**config.mk**
```make
export PLATFORM = sky130hd
export DESIGN_NAME = vcfgt_out_queue
export DESIGN_NICKNAME = d
export VERILOG_FILES = /design/src/rtl/vcfgt_pkg.sv /design/src/rtl/vcfgt_out_queue.sv
export VERILOG_INCLUDE_DIRS = /design/src /design/src/rtl
export SDC_FILE = /design/constraint.sdc
export NUM_CORES = 1
export LEC_CHECK = 0
export BUFFER_PORTS_ARGS = -buffer_cell sky130_fd_sc_hd__buf_4
export CAP_MARGIN = 25
export CORE_UTILIZATION = 24
export CTS_CLUSTER_DIAMETER = 50
export DETAILED_ROUTE_END_ITERATION = 12
export GPL_TIMING_DRIVEN = 0
export PLACE_DENSITY_LB_ADDON = 0.15
export SLEW_MARGIN = 20
export SYNTH_ARGS = -nofsm -noshare
export SYNTH_HDL_FRONTEND = slang
export SYNTH_SLANG_ARGS = --single-unit
```
**constraint.sdc**
```tcl
create_clock -name i_clk -period 18.2 [get_ports i_clk]
set_clock_uncertainty 0.15 [all_clocks]
set_input_delay 3.64 -clock i_clk [delete_from_list [all_inputs] [get_ports i_clk]]
set_output_delay 3.64 -clock i_clk [all_outputs]
set_load 0.05 [all_outputs]
```
**src/rtl/vcf_genotype_line_parser_defines.svh**
```systemverilog
// Assertion macros shared by the parser modules.
// Each macro takes a label, a property expression and a message string.
`ifndef VCF_GENOTYPE_LINE_PARSER_DEFINES_SVH
`define VCF_GENOTYPE_LINE_PARSER_DEFINES_SVH

`ifndef SYNTHESIS

// Checked on every clock edge outside of reset.
`define VCFGT_ASSERT(lbl, prop, msg) \
    lbl: assert property (@(posedge i_clk) disable iff (!i_rst_n) (prop)) else $error(msg);

// Checked on every clock edge, reset included.
`define VCFGT_ASSERT_ALWAYS(lbl, prop, msg) \
    lbl: assert property (@(posedge i_clk) (prop)) else $error(msg);

`else

`define VCFGT_ASSERT(lbl, prop, msg)

`define VCFGT_ASSERT_ALWAYS(lbl, prop, msg)

`endif

`endif

```
**src/rtl/vcfgt_pkg.sv**
```systemverilog
`timescale 1ns / 1ps

package vcfgt_pkg;

    // Default size of the sample selection memory.
    localparam int MAX_SAMPLE_COLUMNS = 4096;

    // Field index of the first sample column.
    localparam logic [12:0] FIRST_SAMPLE_FIELD = 13'd9;
    localparam logic [12:0] FIELD_MAX          = 13'd8191;

    // Field indexes with a fixed meaning.
    localparam logic [12:0] FLD_CHROM  = 13'd0;
    localparam logic [12:0] FLD_POS    = 13'd1;
    localparam logic [12:0] FLD_REF    = 13'd3;
    localparam logic [12:0] FLD_ALT    = 13'd4;
    localparam logic [12:0] FLD_FORMAT = 13'd8;

    // Characters the parser looks for.
    localparam logic [7:0] CH_TAB   = 8'h09;
    localparam logic [7:0] CH_DOT   = 8'h2E;
    localparam logic [7:0] CH_PIPE  = 8'h7C;
    localparam logic [7:0] CH_ONE   = 8'h31;
    localparam logic [7:0] CH_ZERO  = 8'h30;
    localparam logic [7:0] CH_NINE  = 8'h39;
    localparam logic [7:0] CH_G     = 8'h47;
    localparam logic [7:0] CH_T     = 8'h54;

    localparam logic [30:0] POS_MAX = 31'h7FFF_FFFF;

    // Request types on the input stream.
    localparam logic REQ_BYTE  = 1'b0;
    localparam logic REQ_TABLE = 1'b1;

    // Result kinds.
    localparam logic [1:0] RK_CHROM  = 2'd0;
    localparam logic [1:0] RK_GENO   = 2'd1;
    localparam logic [1:0] RK_RECORD = 2'd2;

    // Line status codes.
    localparam logic [1:0] ST_OK     = 2'd0;
    localparam logic [1:0] ST_REJECT = 2'd1;
    localparam logic [1:0] ST_FORMAT = 2'd2;

    // Output queue depth; the parser needs room for two words per byte.
    localparam int QUEUE_DEPTH = 4;

    typedef struct packed {
        logic [1:0]  kind;
        logic [7:0]  chrom_byte;
        logic [11:0] sample_ordinal;
        logic        hap_first;
        logic        hap_second;
        logic        unknown;
        logic        unphased;
        logic [30:0] position;
        logic [7:0]  ref_base;
        logic [7:0]  alt_base;
        logic [1:0]  status;
        logic        last;
    } t_result;

    // Words produced by one accepted byte.
    typedef struct packed {
        logic [1:0] cnt;
        t_result    r1;
        t_result    r0;
    } t_push;

endpackage

```
**src/rtl/vcfgt_out_queue.sv**
```systemverilog
`timescale 1ns / 1ps
`include "vcf_genotype_line_parser_defines.svh"

// Result queue: takes up to two words per cycle, hands out one.
module vcfgt_out_queue (
    input  logic                i_clk,
    input  logic                i_rst_n,
    input  vcfgt_pkg::t_push    i_push,
    output logic                o_ready,
    output logic                o_valid,
    output vcfgt_pkg::t_result  o_head,
    input  logic                i_ready
);

    localparam int DEPTH = vcfgt_pkg::QUEUE_DEPTH;
    localparam int PW    = $clog2(DEPTH);

    vcfgt_pkg::t_result r_q [DEPTH];
    logic [PW-1:0]      r_rd;
    logic [PW-1:0]      r_wr;
    logic [PW:0]        r_count;

    logic               w_pop;
    logic [PW:0]        w_push_n;

    assign w_pop    = o_valid && i_ready;
    assign w_push_n = (PW + 1)'(i_push.cnt);

    // Room for the two words a single byte can cause.
    assign o_ready = (r_count <= (PW + 1)'(DEPTH - 2));
    assign o_valid = (r_count != '0);
    assign o_head  = r_q[r_rd];

    // Storage of the queued words.
    always_ff @(posedge i_clk) begin
        if (i_push.cnt != 2'd0) begin
            r_q[r_wr] <= i_push.r0;
        end
        if (i_push.cnt == 2'd2) begin
            r_q[r_wr + 1'b1] <= i_push.r1;
        end
    end

    // Pointers and fill count.
    always_ff @(posedge i_clk) begin
        if (!i_rst_n) begin
            r_rd    <= '0;
            r_wr    <= '0;
            r_count <= '0;
        end else begin
            r_wr    <= r_wr + PW'(i_push.cnt);
            r_rd    <= r_rd + PW'(w_pop);
            r_count <= r_count + w_push_n - (PW + 1)'(w_pop);
        end
    end

    `VCFGT_ASSERT(a_no_overflow, (w_push_n != '0) |-> ((r_count + w_push_n) <= (PW + 1)'(DEPTH)), "output queue overflow")
    `VCFGT_ASSERT(a_drain_last, (w_pop && (r_count == 1) && (w_push_n == '0)) |=> !o_valid, "queue not empty after last word taken")
    `VCFGT_ASSERT(a_count_hold, ((w_push_n == '0) && !w_pop) |=> $stable(r_count), "queue count changed without traffic")

endmodule

```
After elaboration in Yosys (flattened, before gate mapping)
Memories as Yosys holds them, arrays and structs flattened. A register that Yosys moved wholly into a read port is not among the register bits.
Index checks and enable logic that the tools add are counted.
Storage, ports and cells
  memories: 1
  register bits after elaboration: 7
  RAM bits: 304
  bits in read-only memories: 0
  bits in latches: 0
  input port bits: 157
Memory list
  r_q: words 4, width 76, read ports 1, clocked after Yosys merged registers in 1, write ports 2, RTL line vcfgt_out_queue.sv:18  | vcfgt_pkg::t_result r_q [DEPTH];
Cells by class
  eq/ne operators: 1
  add/sub/neg operators: 5
  mux-type cells: 5
  reductions and logical operators: 3
  divide/modulo/power cells: 0
  bitwise logic cells: 0
  multiply operators: 0
  order comparisons: 1
  shift operators: 0
Operators with widths (count)
  $mux W1: 4
  $add A3 B2 Y3: 1
  $le A3 B2 Y1 const B: 1
  $reduce_bool A3 Y1: 1
  $sub A3 B1 Y3: 1
  $add A2 B1 Y2: 1
  $add A2 B1 Y2 const B: 1
  $add A2 B2 Y2: 1
  $eq A2 B2 Y1 const B: 1
  $mux W2: 1
  $reduce_bool A2 Y1: 1
  $logic_and A1 B1 Y1: 1

Logic depth before layout (Yosys ltp)
  word-level depth: 4
  mapped depth: 7

Least setup slack after synthesis
OpenSTA, ideal clock, no wires.
  path type: input to register
  from: input i_push[153] (netlist bit)
  to: memory r_q[0][0] (netlist bit) (enable)
  data arrival time: 9185 ps
  setup time: 615 ps
  slack: 8250 ps
  path buffers: 1
  stages on the path: 3
  required time: 17435 ps
  cells stage by stage: buf_4 > o21bai_1 > o21ai_0
RTL lines
  from (decl): RTL line vcfgt_out_queue.sv:8  | input vcfgt_pkg::t_push i_push,
  to (decl): RTL line vcfgt_out_queue.sv:18

==> results.md <==
* Post-synth top area share at a little over 60%
* CTS sink count at between 300 and 400
* Clk buf depth at 3
* Peak supply drop at 0.06292 mV
* Die Y-Extent at 252.8 um
* Avg Inst Size Synth at 19.34 um2
* Vias at 8,422
* Root Driver: clkbuf_16
* CTS tree: done
* Synth Cell Area at 15,100 um2
* Fin crit share at 36.95%
* Largest net degree at the start of global routing at 20
* CTS Buf Count at 52
* Via-per-instance ratio at 4.277
* Worst Hold Class: register to register
* R2R setup slack at 15,160 ps
* Register area at between 9000 and 10,000 um2
* Global placement routability congestion at 0.7110
* Async SR Flop Fraction at 0%
* Fin crit period at 6725 ps
* Drt total wl at around 44 mm
* Pleak at 0.007067 uW
* Ys Warns at 0
* RSZ-0062 raised after global routing: false
* Die Area at 63,930 um2
* Max cap viols at 0
* Hold WS at 572.3 ps
* Ports at 235
* Initial core utilization at 24.38%
* Vias in the first global route at 9,472
* Fillcell total at 6,059
* DRT iter0 DRCs at 381
* Fin nets at between 1k and 1.5k
* Commonest cells post-synth: edfxtp_1 (304), mux2_2 (225), mux2_1 (79), mux4_2 (76), buf_2 (23)
* Reg clk slew, reported paths at around 50 ps
* I/O Buffers at 233
* DIE WIDTH at 252.8 um
* Row count at 91
* Post-CTS resize count at 0
* Worst skew pair latency at 570 ps
* Crit-path max FO at 10
* Area leader, netlist: edfxtp_1
* Dominant synthesized flop cell: edfxtp_1
* Core Region at about 62,000 um2
* Grt ovf at 0
* Fmax achieved at 148.7 MHz
* Synthesized flop and latch total at 311
* Layout cell share with drive strength beyond 1 at 60.97%
* Sequential area share after synthesis at about three fifths
* CP Launch Type: register
* Worst-Margin Slew at 851.5 ps
* Top-count cell post-synth: edfxtp_1
* Required @ worst endpoint at 14,410 ps
* Count of TritonRoute iterations in the first routing pass at 4
* H-tree levels at 2
* CTS Hold Buffers Added at 0
* DRC Markers at 0
* P per Cell Area at 130.4 nW/um2
* Distinct cell type count after synthesis at 30
* Dominant cells by area after synthesis: edfxtp_1 (60%), mux2_2 (17%), mux4_2 (11%), mux2_1 (5.9%), dfxtp_1 (0.93%)
* Status: completed
* Multi-input gate area at about 5500 um2
* Antenna violations before repair at 1
* GRT Total Usage at 13.93%
* Max-slew violation count at 0
* Synthesis-to-layout area growth at 33.47%
* Antenna Nets Post-Route at 0
* WP data arrival at 2930 ps
* Hold Fails Final Rpt at 0
* Max-slew headroom at 43.23%
* Total setup buffers inserted after CTS at 0
* Hpwl dp at 28.87 mm
* Post-synthesis cell count at a little under 800
* WL/cell at about 22 um
* First-pass GRT wire length at 64.64 mm
* Endpoints failing setup at 0
* Setup TNS at 0 ps
* Setup CP Type: register to output pin
* Number of synthesized flops with an enable pin at 304
* CP Capture Type: output pin
* Post-synth net total at 942
[where the power goes]
part | switching, uW | leakage [uW] | internal [uW] | total, uW
Clock | 364 | 0.000840 | 621 | 985
Combinational | 458 | 0.00332 | 289 | 747
Sequential | 17.7 | 0.00291 | 879 | 897
Total | 840 | 0.00707 | 1790 | 2630
[cells in the final DEF (no fill, tap or decap), drive strengths merged]
master	n
and2	3
bufinv	6
nor4bb	1
o21bai	2
fa	1
ha	3
o21ai	1
nand2b	2
xnor3	2
o31ai	1
mux2i	4
a21oi	1
and4bb	1
nor4b	1
diode	2
nor2	3
clkinv	19
nand4b	1
mux4	76
clkbuf	66
o311ai	1
edfxtp	304
mux2	304
dfxtp	7
nand2	2
buf	299
or3	1
nor2b	2
clkinvlp	5
inv	11
[critical path, cell delays in order (launching register included)]
cell,delay (ps)
dfxtp_1,310
clkbuf_1,620
buf_2,460
buf_2,380
mux4_2,370
buf_4,210
[routing by layer]
| metal | vias to the layer above | track usage, % | wire length (um) |
|---|---|---|---|
| met4 | 2 | 4.156 | 1042 |
| met1 | 4295 | 17.96 | 19370 |
| met5 | - | 0 | 13 |
| met3 | 65 | 3.125 | 2111 |
| li1 | 3871 | - | - |
| met2 | 189 | 23.22 | 21130 |
[final timing paths]
| kind | cells after the start | start | end |
|---|---|---|---|
| setup / recovery | 5 | r_rd[1] | o_head[61] |
| hold / removal | 2 | r_count[1] | r_rd[0] |
| setup reg to reg | 8 | r_wr[1] | r_q[0][41] |
| hold reg to reg | 2 | r_count[1] | r_rd[0] |
[layout make-up]
cell class                 instances  share of cell area, %
buffer                            53                  1.856
clock inverter                    37                  1.912
multi-input combinational        413                  27.19
sequential                       311                  45.99
clock buffer                      60                  6.711
antenna                            2                0.02483
timing repair buffer             252                  11.05
inverter                           4                0.07449
tap                              837                  5.196
[cell families after synthesis]
family,after synthesis,synth area share (%)
buf+inv,57,2.577
fa+ha+maj,4,0.3812
simple gates,17,0.8203
xor+xnor,2,0.2983
flops,311,61.38
mux,384,34.27
compound gates,6,0.2734
[metrics by stage]
stage	std cells	setup WS [ps]	utilization (%)	power, uW	area [um2]
6_report	1969	11480	32.54	2628	20160
5_1_grt	1967	11330	32.53	2736	20150
4_1_cts	1967	11330	32.53	2683	20150
3_5_place_dp	1870	11740	29.73	1678	18410
3_3_place_gp	1851	1452	28.89	1671	17900
2_1_floorplan	781	8250	-	1402	15100
[registers in the layout (all words and copies together) (netlist names)]
register  cells
r_wr          2
r_count       3
r_rd          2
r_q         304
Note: power is estimated with default switching activity, not from simulation.
